`config.mk`:
```
export PLATFORM = sky130hd
export DESIGN_NAME = form_query_string_decoder_top
export DESIGN_NICKNAME = d
export VERILOG_FILES = /design/src/fqsd_pkg.sv /design/src/fqsd_fifo.sv /design/src/fqsd_front.sv /design/src/fqsd_back.sv /design/src/form_query_string_decoder_top.sv
export VERILOG_INCLUDE_DIRS = /design/src /design/src/src
export SDC_FILE = /design/constraint.sdc
export NUM_CORES = 1
export LEC_CHECK = 0
export BUFFER_PORTS_ARGS = -buffer_cell sky130_fd_sc_hd__buf_2
export CAP_MARGIN = 20
export CORE_MARGIN = 2
export CORE_UTILIZATION = 60
export CTS_CLUSTER_DIAMETER = 200
export DETAILED_ROUTE_END_ITERATION = 8
export GPL_ROUTABILITY_DRIVEN = 0
export GPL_TIMING_DRIVEN = 0
export PLACE_DENSITY = 0.82
export SLEW_MARGIN = 20
export SYNTH_ARGS = -nofsm -noshare
export SYNTH_HDL_FRONTEND = slang
export SYNTH_HIERARCHICAL = 1
export SYNTH_SLANG_ARGS = --single-unit
```
`constraint.sdc`:
```
create_clock -name clk -period 2.55 [get_ports clk]
set_input_delay 0.1275 -clock clk [delete_from_list [all_inputs] [get_ports clk]]
set_output_delay 0.1275 -clock clk [all_outputs]
set_load 0.01 [all_outputs]
```
`src/form_query_string_decoder_top_macros.svh`:
```
// ----------------------------------------------------------------------------
// Assertion macros for the form query string decoder
// Shared forms for the concurrent checks at the end of the top level.
// ----------------------------------------------------------------------------
`ifndef FORM_QUERY_STRING_DECODER_TOP_MACROS_SVH
`define FORM_QUERY_STRING_DECODER_TOP_MACROS_SVH

// Same-cycle implication, disabled while reset is high.
`define FQSD_ASSERT_NOW(label, ante, cons, msg) \
  label: assert property (@(posedge clk) disable iff (rst) (ante) |-> (cons)) \
    else $error(msg);

// Next-cycle implication, disabled while reset is high.
`define FQSD_ASSERT_NEXT(label, ante, cons, msg) \
  label: assert property (@(posedge clk) disable iff (rst) (ante) |=> (cons)) \
    else $error(msg);

`endif

```
`src/fqsd_pkg.sv`:
```
// ----------------------------------------------------------------------------
// Form query string decoder package
// Payload types, character constants and the escape sequencing codes.
// ----------------------------------------------------------------------------
package fqsd_pkg;

  localparam logic [7:0] CHAR_PLUS    = 8'h2B;
  localparam logic [7:0] CHAR_PERCENT = 8'h25;
  localparam logic [7:0] CHAR_EQUALS  = 8'h3D;
  localparam logic [7:0] CHAR_AMP     = 8'h26;
  localparam logic [7:0] CHAR_SPACE   = 8'h20;

  typedef enum logic [1:0] {
    ESC_IDLE = 2'd0,
    ESC_HIGH = 2'd1,
    ESC_LOW  = 2'd2
  } esc_step_t;

  typedef struct packed {
    logic [7:0] raw_byte;
    logic       is_last;
  } in_item_t;

  typedef struct packed {
    logic       byte_valid;
    logic [7:0] decoded_byte;
    logic       in_value;
    logic       key_end;
    logic       pair_done;
    logic       pair_dropped;
    logic       escape_error;
  } out_item_t;

  // A raw byte after classification by the front part.
  typedef struct packed {
    logic [7:0] raw_byte;
    logic       is_last;
    logic       is_equals;
    logic       is_amp;
    logic       is_plus;
    logic       is_percent;
    logic       hex_ok;
    logic [3:0] hex_value;
  } class_item_t;

  // Handshake between the front queue and the back part.
  typedef struct packed {
    logic        empty;
    class_item_t item;
  } front_status_t;

endpackage

```
`src/fqsd_fifo.sv`:
```
// ----------------------------------------------------------------------------
// Small flop-based queue
// First-in first-out buffer with push/full and pop/empty sides.
// ----------------------------------------------------------------------------
module fqsd_fifo #(
  parameter int WIDTH = 8,
  parameter int DEPTH = 2
) (
  input  logic             clk,
  input  logic             rst,
  input  logic             push,
  input  logic [WIDTH-1:0] wdata,
  output logic             full,
  input  logic             pop,
  output logic [WIDTH-1:0] rdata,
  output logic             empty
);

  localparam int PW = (DEPTH > 1) ? $clog2(DEPTH) : 1;
  localparam int CW = $clog2(DEPTH + 1);
  localparam logic [PW-1:0] LAST_PTR = PW'(DEPTH - 1);
  localparam logic [CW-1:0] FULL_CNT = CW'(DEPTH);

  logic [WIDTH-1:0] mem [DEPTH];
  logic [PW-1:0]    wr_ptr;
  logic [PW-1:0]    rd_ptr;
  logic [CW-1:0]    count;
  logic             do_push;
  logic             do_pop;

  assign full    = (count == FULL_CNT);
  assign empty   = (count == '0);
  assign do_push = push && !full;
  assign do_pop  = pop && !empty;
  assign rdata   = mem[rd_ptr];

  always_ff @(posedge clk) begin
    if (rst) begin
      wr_ptr <= '0;
      rd_ptr <= '0;
      count  <= '0;
    end else begin
      if (do_push) begin
        wr_ptr <= (wr_ptr == LAST_PTR) ? '0 : wr_ptr + 1'b1;
      end
      if (do_pop) begin
        rd_ptr <= (rd_ptr == LAST_PTR) ? '0 : rd_ptr + 1'b1;
      end
      if (do_push && !do_pop) begin
        count <= count + 1'b1;
      end else if (do_pop && !do_push) begin
        count <= count - 1'b1;
      end
    end
  end

  always_ff @(posedge clk) begin
    if (do_push) begin
      mem[wr_ptr] <= wdata;
    end
  end

endmodule

```
`src/fqsd_front.sv`:
```
// ----------------------------------------------------------------------------
// Decoder front part
// Accepts raw bytes, classifies them and queues them for the back part.
// ----------------------------------------------------------------------------
module fqsd_front
  import fqsd_pkg::*;
#(
  parameter int QUEUE_DEPTH = 4
) (
  input  logic          clk,
  input  logic          rst,
  input  logic          push,
  input  in_item_t      item,
  output logic          full,
  input  logic          back_pop,
  output front_status_t status
);

  class_item_t cls;

  // Hex digit decode for either letter case.
  function automatic logic [4:0] hex_decode(input logic [7:0] c);
    logic [4:0] r;
    r = 5'd0;
    if (c >= 8'h30 && c <= 8'h39) begin
      r = {1'b1, 4'(c - 8'h30)};
    end else if (c >= 8'h61 && c <= 8'h66) begin
      r = {1'b1, 4'(c - 8'h57)};
    end else if (c >= 8'h41 && c <= 8'h46) begin
      r = {1'b1, 4'(c - 8'h37)};
    end
    return r;
  endfunction

  always_comb begin
    cls.raw_byte   = item.raw_byte;
    cls.is_last    = item.is_last;
    cls.is_equals  = (item.raw_byte == CHAR_EQUALS);
    cls.is_amp     = (item.raw_byte == CHAR_AMP);
    cls.is_plus    = (item.raw_byte == CHAR_PLUS);
    cls.is_percent = (item.raw_byte == CHAR_PERCENT);
    {cls.hex_ok, cls.hex_value} = hex_decode(item.raw_byte);
  end

  fqsd_fifo #(
    .WIDTH($bits(class_item_t)),
    .DEPTH(QUEUE_DEPTH)
  ) u_queue (
    .clk   (clk),
    .rst   (rst),
    .push  (push),
    .wdata (cls),
    .full  (full),
    .pop   (back_pop),
    .rdata (status.item),
    .empty (status.empty)
  );

endmodule

```
`src/fqsd_back.sv`:
```
// ----------------------------------------------------------------------------
// Decoder back part
// Runs the key/value and escape state and queues one result per byte.
// ----------------------------------------------------------------------------
module fqsd_back
  import fqsd_pkg::*;
#(
  parameter int OUT_DEPTH = 2
) (
  input  logic          clk,
  input  logic          rst,
  input  front_status_t status,
  output logic          back_pop,
  input  logic          pop,
  output out_item_t     result,
  output logic          empty
);

  logic        value_phase, value_phase_next;
  esc_step_t   escape_step, escape_step_next;
  logic [3:0]  high_nibble, high_nibble_next;
  logic        token_suppressed, token_suppressed_next;
  logic        out_full;
  logic        term;
  out_item_t   res;
  class_item_t c;

  assign c        = status.item;
  assign back_pop = !status.empty && !out_full;

  always_comb begin
    value_phase_next      = value_phase;
    escape_step_next      = escape_step;
    high_nibble_next      = high_nibble;
    token_suppressed_next = token_suppressed;
    res                   = '0;
    res.in_value          = value_phase;
    term = value_phase ? c.is_amp : c.is_equals;

    if (term) begin
      res.escape_error      = (escape_step != ESC_IDLE) && !token_suppressed;
      escape_step_next      = ESC_IDLE;
      high_nibble_next      = 4'd0;
      token_suppressed_next = 1'b0;
      if (!value_phase) begin
        res.key_end      = 1'b1;
        value_phase_next = 1'b1;
        res.pair_done    = c.is_last;
      end else begin
        res.pair_done    = 1'b1;
        value_phase_next = 1'b0;
      end
    end else begin
      if (!token_suppressed) begin
        unique case (escape_step)
          ESC_HIGH, ESC_LOW: begin
            if (!c.hex_ok) begin
              res.escape_error      = 1'b1;
              token_suppressed_next = 1'b1;
              escape_step_next      = ESC_IDLE;
              high_nibble_next      = 4'd0;
            end else if (escape_step == ESC_HIGH) begin
              high_nibble_next = c.hex_value;
              escape_step_next = ESC_LOW;
            end else begin
              res.byte_valid   = 1'b1;
              res.decoded_byte = {high_nibble, c.hex_value};
              escape_step_next = ESC_IDLE;
              high_nibble_next = 4'd0;
            end
          end
          ESC_IDLE: begin
            if (c.is_plus) begin
              res.byte_valid   = 1'b1;
              res.decoded_byte = CHAR_SPACE;
            end else if (c.is_percent) begin
              escape_step_next = ESC_HIGH;
            end else begin
              res.byte_valid   = 1'b1;
              res.decoded_byte = c.raw_byte;
            end
          end
          default: begin
            escape_step_next = ESC_IDLE;
          end
        endcase
      end
      if (c.is_last) begin
        if (escape_step_next != ESC_IDLE) begin
          res.escape_error = 1'b1;
        end
        if (value_phase) begin
          res.pair_done = 1'b1;
        end else begin
          res.pair_dropped = 1'b1;
        end
      end
    end

    // The final byte of a string returns all state to its reset values.
    if (c.is_last) begin
      value_phase_next      = 1'b0;
      escape_step_next      = ESC_IDLE;
      high_nibble_next      = 4'd0;
      token_suppressed_next = 1'b0;
    end
  end

  always_ff @(posedge clk) begin
    if (rst) begin
      value_phase      <= 1'b0;
      escape_step      <= ESC_IDLE;
      high_nibble      <= 4'd0;
      token_suppressed <= 1'b0;
    end else if (back_pop) begin
      value_phase      <= value_phase_next;
      escape_step      <= escape_step_next;
      high_nibble      <= high_nibble_next;
      token_suppressed <= token_suppressed_next;
    end
  end

  fqsd_fifo #(
    .WIDTH($bits(out_item_t)),
    .DEPTH(OUT_DEPTH)
  ) u_out_queue (
    .clk   (clk),
    .rst   (rst),
    .push  (back_pop),
    .wdata (res),
    .full  (out_full),
    .pop   (pop),
    .rdata (result),
    .empty (empty)
  );

endmodule

```
`src/form_query_string_decoder_top.sv`:
```
// A byte passes the front queue and then the result queue before its result shows.
// Throughput: one byte per cycle while the result queue has room, set by the back part.
// The front queue and the result queue let either side stall without losing a transaction.
// Reset: synchronous, active high; it empties both queues and returns to key phase.
// ----------------------------------------------------------------------------
// Form query string decoder top level
// Streaming decoder for key=value&key=value strings, one result per raw byte.
// ----------------------------------------------------------------------------
`include "form_query_string_decoder_top_macros.svh"

module form_query_string_decoder_top
  import fqsd_pkg::*;
#(
  parameter int QUEUE_DEPTH = 4,
  parameter int OUT_DEPTH   = 2
) (
  input  logic      clk,
  input  logic      rst,
  input  logic      push,
  input  in_item_t  item,
  output logic      full,
  input  logic      pop,
  output out_item_t result,
  output logic      empty
);

  // The front part classifies each raw byte (delimiters, plus, percent and
  // hex digit value) and holds it in a short queue. The back part pops one
  // classified byte per cycle whenever its result queue has room, applies
  // the key/value phase and escape state, and pushes exactly one result.

  front_status_t front_status;
  logic          back_pop;

  fqsd_front #(
    .QUEUE_DEPTH(QUEUE_DEPTH)
  ) u_front (
    .clk      (clk),
    .rst      (rst),
    .push     (push),
    .item     (item),
    .full     (full),
    .back_pop (back_pop),
    .status   (front_status)
  );

  fqsd_back #(
    .OUT_DEPTH(OUT_DEPTH)
  ) u_back (
    .clk      (clk),
    .rst      (rst),
    .status   (front_status),
    .back_pop (back_pop),
    .pop      (pop),
    .result   (result),
    .empty    (empty)
  );

  // An escape error never comes with an emitted character.
  `FQSD_ASSERT_NOW(a_err_no_byte, !empty && result.escape_error, !result.byte_valid, "error with byte")
  // A key close is always reported in key phase and never emits a character.
  `FQSD_ASSERT_NOW(a_key_end_phase, !empty && result.key_end, !result.in_value && !result.byte_valid, "bad key end")
  // A dropped pair is a key-phase result and never also a completed pair.
  `FQSD_ASSERT_NOW(a_drop_phase, !empty && result.pair_dropped, !result.in_value && !result.pair_done, "bad drop")
  // The back part only moves a transaction when the front queue holds one.
  `FQSD_ASSERT_NOW(a_pop_has_data, back_pop, !front_status.empty, "pop from empty queue")
  // A transaction into an empty pipeline is not visible in the same cycle.
  `FQSD_ASSERT_NEXT(a_queue_fill, push && !full, !front_status.empty || back_pop || !empty, "lost transaction")

endmodule
```
==> reports/metrics.json <==
{
  "synth.area.top_cells": {"value": "sky130_fd_sc_hd__edfxtp_1, sky130_fd_sc_hd__dfxtp_1, sky130_fd_sc_hd__mux4_2"},
  "fin_crit_sh": {"value": 0.931},
  "critical_path_cell_count": {"value": 10},
  "grt_remaining_overflow": {"value": 0},
  "fraction_of_post_synthesis_cell_area_in_the_top_cell_type_by_area": {"value": 0.577},
  "synth-seq-cells": {"value": 122},
  "core_outline_area": {"value": 8300, "unit": "um2"},
  "cell_count_of_the_worst_hold_path": {"value": 4},
  "timing.critical_path.buf_inv": {"value": 2},
  "postPlaceCellArea": {"value": 5480, "unit": "um2"},
  "synth_cells": {"value": 337},
  "synthArstFlopShare": {"value": 0},
  "layout.area.seq": {"value": 3440, "unit": "um2"},
  "synth.largest_area_cell": {"value": "sky130_fd_sc_hd__edfxtp_1"},
  "clock_pin_slew_on_the_worst_setup_and_hold_paths": {"value": 0.06, "unit": "ns"},
  "outcome": {"value": "completed"},
  "pre_cts_slack": {"value": -0.0133, "unit": "ns"},
  "total_cts_buffers": {"value": 17},
  "route.final.wire_length": {"value": 10300, "unit": "um"},
  "clockBufferDepth": {"value": 2},
  "cellLeakagePower": {"value": 0.00225, "unit": "uW"},
  "die_area": {"value": 9440, "unit": "um2"},
  "peakVddDrop": {"value": 0.000605, "unit": "V"},
  "synthesis.nets": {"value": 365},
  "critPathTopFamily": {"value": "simple AND/OR/NAND/NOR gates"},
  "floorplan.die.height": {"value": 97.2, "unit": "um"},
  "number_of_global_route_vias_before_repair": {"value": 3241},
  "timing.setup.critical_path_class": {"value": "flip-flop to flip-flop"},
  "drt-initial-drc-count": {"value": 238},
  "crit_chain": {"value": "nor2b_2 -> or2_4 -> inv_1 -> o31ai_2 -> ha_2 -> inv_1 -> fa_1 -> xor2_1 -> or3_1 -> a21oi_1"},
  "htreeDepth": {"value": 4},
  "clock-root-buffer": {"value": "sky130_fd_sc_hd__clkbuf_8"},
  "timing.clock.skew": {"value": 0.00811, "unit": "ns"},
  "timing.final.max_slew_violations": {"value": 0},
  "ys.flop_type": {"value": "sky130_fd_sc_hd__edfxtp_1"},
  "critPathCaptureType": {"value": "flip-flop"},
  "yosysMostFrequentCell": {"value": "sky130_fd_sc_hd__edfxtp_1"},
  "synth.cell_area": {"value": 5210, "unit": "um2"},
  "grt_first_pass_wirelength": {"value": 16600, "unit": "um"},
  "critical_path.startpoint_type": {"value": "flip-flop"},
  "total_negative_slack": {"value": 0, "unit": "ns"},
  "post-cts-setup-buffers": {"value": 0},
  "synthesis.yosys.warnings": {"value": 6},
  "grt_antenna_before_repair": {"value": 0},
  "num_vias": {"value": 3132},
  "pin_slew_with_the_least_headroom_to_its_limit": {"value": 0.975, "unit": "ns"},
  "pwr_density_cell": {"value": 1170, "unit": "nW/um2"},
  "firstDrtPassIters": {"value": 5},
  "finalWorstPathRequiredPeriod": {"value": 2.37, "unit": "ns"},
  "wire_per_inst": {"value": 20.2, "unit": "um"},
  "design.final.nets": {"value": 422},
  "cap_viol_max_count": {"value": 0},
  "clock_insertion_delay_worst_skew": {"value": 0.51, "unit": "ns"},
  "clock-sinks": {"value": 122},
  "multiInputGateArea": {"value": 1650, "unit": "um2"},
  "diodes": {"value": 0},
  "grt_max_degree": {"value": 19},
  "max_stage_delay": {"value": 0.37, "unit": "ns"},
  "post_layout_instance_area": {"value": 6180, "unit": "um2"},
  "setup_viol": {"value": 0},
  "number_of_i_o_port_buffers": {"value": 28},
  "postLayoutCoreUtil": {"value": 0.745},
  "synthTopCellsByCount": {"value": "sky130_fd_sc_hd__edfxtp_1, sky130_fd_sc_hd__nor2_1, sky130_fd_sc_hd__dfxtp_1, sky130_fd_sc_hd__mux4_2, sky130_fd_sc_hd__inv_1"},
  "ant_nets": {"value": 0},
  "reg2reg_depth": {"value": 10},
  "final_layout_size_suffix_gt1_frac": {"value": 0.275},
  "ys_seq_area_frac": {"value": 0.661},
  "viasPerCell": {"value": 6.12},
  "cpMaxStageDelayCell": {"value": "sky130_fd_sc_hd__dfxtp_1"},
  "start_util": {"value": 0.628},
  "synth_area_per_cell": {"value": 15.5, "unit": "um2"},
  "final_critical_path_setup_slack": {"value": 0.175, "unit": "ns"},
  "netlist-cell-type-count": {"value": 55},
  "critical_path_rt": {"value": 2.99, "unit": "ns"},
  "timing.critical_path.fanout_max": {"value": 7},
  "timing_hold_violations_final": {"value": 0},
  "timing.critical_path.mode_cell": {"value": "sky130_fd_sc_hd__inv_1"},
  "drc": {"value": 0},
  "timing.slew.headroom": {"value": 0.350},
  "synth-edff-count": {"value": 100},
  "hold_path.class": {"value": "input port to flip-flop"},
  "die_x": {"value": 97.2, "unit": "um"},
  "number_of_placed_instances_with_taps_included": {"value": 470},
  "fillCellCount": {"value": 506},
  "floorplan.io_pins": {"value": 29},
  "num_rows": {"value": 33},
  "layout-area-overhead-vs-synth": {"value": 18.7, "unit": "%"},
  "critical_path_arrival": {"value": 2.81, "unit": "ns"},
  "final_hpwl_from_detailed_placement": {"value": 6220, "unit": "um"},
  "timing.fmax": {"value": 421, "unit": "MHz"},
  "tritoncts": {"value": "done"},
  "grt_use_total": {"value": 0.233},
  "instances_no_fill": {"value": 512}
}
==> timing repair <==
item / CTS / global route
cloned: 0 / 0
endpoints found under the setup margin: 13 / 19
gates resized for setup: 1 / 5
hold endpoints to repair: 43 / 0
pin swaps: 0 / 1
hold buffers: 11 / 0
==> worst reg2reg max path, cell delays in order, from the launching register on <==
cell                      delay, ns
sky130_fd_sc_hd__dfxtp_1       0.37
sky130_fd_sc_hd__nor2b_2       0.22
sky130_fd_sc_hd__or2_4         0.19
sky130_fd_sc_hd__inv_1         0.09
sky130_fd_sc_hd__o31ai_2       0.12
sky130_fd_sc_hd__ha_2          0.27
sky130_fd_sc_hd__inv_1         0.05
sky130_fd_sc_hd__fa_1          0.36
sky130_fd_sc_hd__xor2_1        0.16
sky130_fd_sc_hd__or3_1         0.31
sky130_fd_sc_hd__a21oi_1       0.14
==> cells in the final DEF, fill, tap and decap left out, types with 3 or more instances in the layout <==
| cell | instances |
|---|---|
| sky130_fd_sc_hd__mux4_2 | 18 |
| sky130_fd_sc_hd__nand2_1 | 13 |
| sky130_fd_sc_hd__dlygate4sd3_1 | 11 |
| sky130_fd_sc_hd__edfxtp_1 | 100 |
| sky130_fd_sc_hd__and2_1 | 3 |
| sky130_fd_sc_hd__buf_2 | 30 |
| sky130_fd_sc_hd__a21oi_1 | 15 |
| sky130_fd_sc_hd__clkbuf_16 | 16 |
| sky130_fd_sc_hd__or3_1 | 8 |
| sky130_fd_sc_hd__and3_1 | 4 |
| sky130_fd_sc_hd__clkinvlp_4 | 5 |
| sky130_fd_sc_hd__xor2_1 | 5 |
| sky130_fd_sc_hd__inv_1 | 17 |
| sky130_fd_sc_hd__o21ai_0 | 6 |
| sky130_fd_sc_hd__clkbuf_1 | 3 |
| sky130_fd_sc_hd__a22oi_1 | 8 |
| sky130_fd_sc_hd__dfxtp_1 | 22 |
| sky130_fd_sc_hd__ha_1 | 13 |
| sky130_fd_sc_hd__nand2b_1 | 7 |
| sky130_fd_sc_hd__mux2i_1 | 3 |
| sky130_fd_sc_hd__mux2_2 | 14 |
| sky130_fd_sc_hd__nor2_1 | 24 |
| sky130_fd_sc_hd__nor2b_1 | 3 |
| sky130_fd_sc_hd__clkinv_4 | 6 |
| sky130_fd_sc_hd__nor3_1 | 4 |
==> path summary, 6_finish.rpt <==
| path | from | to | slack [ns] |
|---|---|---|---|
| hold reg to reg | u_back/high_nibble[1] | u_back/high_nibble[1] | 0.46 |
| setup / recovery | u_back/u_out_queue/count[1] | u_front/u_queue/count[2] | 0.18 |
| setup reg to reg | u_back/u_out_queue/count[1] | u_front/u_queue/count[2] | 0.18 |
| hold / removal | pop | u_back/u_out_queue/rd_ptr | 0.07 |
==> power by group <==
| part | leakage (uW) | switching [uW] | internal [uW] | total, uW |
|---|---|---|---|---|
| Clock | 0.000263 | 858 | 1390 | 2250 |
| Combinational | 0.000858 | 1210 | 917 | 2130 |
| Sequential | 0.00113 | 178 | 2660 | 2840 |
| Total | 0.00225 | 2250 | 4970 | 7220 |
==> final cells by class <==
| cell class | count | area share |
|---|---|---|
| Timing Repair Buffer | 39 | 0.0405 |
| Clock inverter | 14 | 0.0245 |
| Clock buffer | 18 | 0.0676 |
| Tap cell | 105 | 0.0212 |
| Buffer | 8 | 0.00850 |
| Inverter | 19 | 0.0146 |
| Sequential cell | 122 | 0.557 |
| Multi-Input combinational cell | 187 | 0.266 |
==> stage by stage <==
stage                     hold WS, ns  total power [uW]
after floorplan                 0.197              4300
after global placement          0.352              4770
after detailed placement        0.362              4860
after CTS                      0.0389              7180
after global routing            0.123              7590
final                          0.0661              7220
==> cells by family after synthesis <==
group                      synth area share
DFF                                   0.661
and+or+nand+nor                      0.0877
AOI/OAI and AO/OA                    0.0615
xor gates and xnor gates            0.00841
buffers and inverters                0.0281
adders and majority gates            0.0375
muxes                                 0.116
==> sequential cells by signal (all words and copies together), names as in the netlist, named ones only <==
register / cells
u_back/u_out_queue/rd_ptr: 1
u_back/u_out_queue/wr_ptr: 1
u_front/u_queue/rd_ptr: 2
u_back/token_suppressed: 1
u_front/u_queue/mem: 72
u_front/u_queue/wr_ptr: 2
u_back/value_phase: 1
u_front/u_queue/count: 3
u_back/high_nibble: 4
u_back/u_out_queue/count: 2
u_back/u_out_queue/mem: 28
u_back/escape_step: 2
==> per-layer routing <==
metal / up-vias / global-route usage / routed length, um
met4: 0 / 0.0715 / 182
met5: - / 0 / 0
met2: 110 / 0.419 / 5570
met3: 21 / 0.0633 / 493
met1: 1597 / 0.273 / 4090
li1: 1404 / - / -
(Power assumes the default switching activity.)
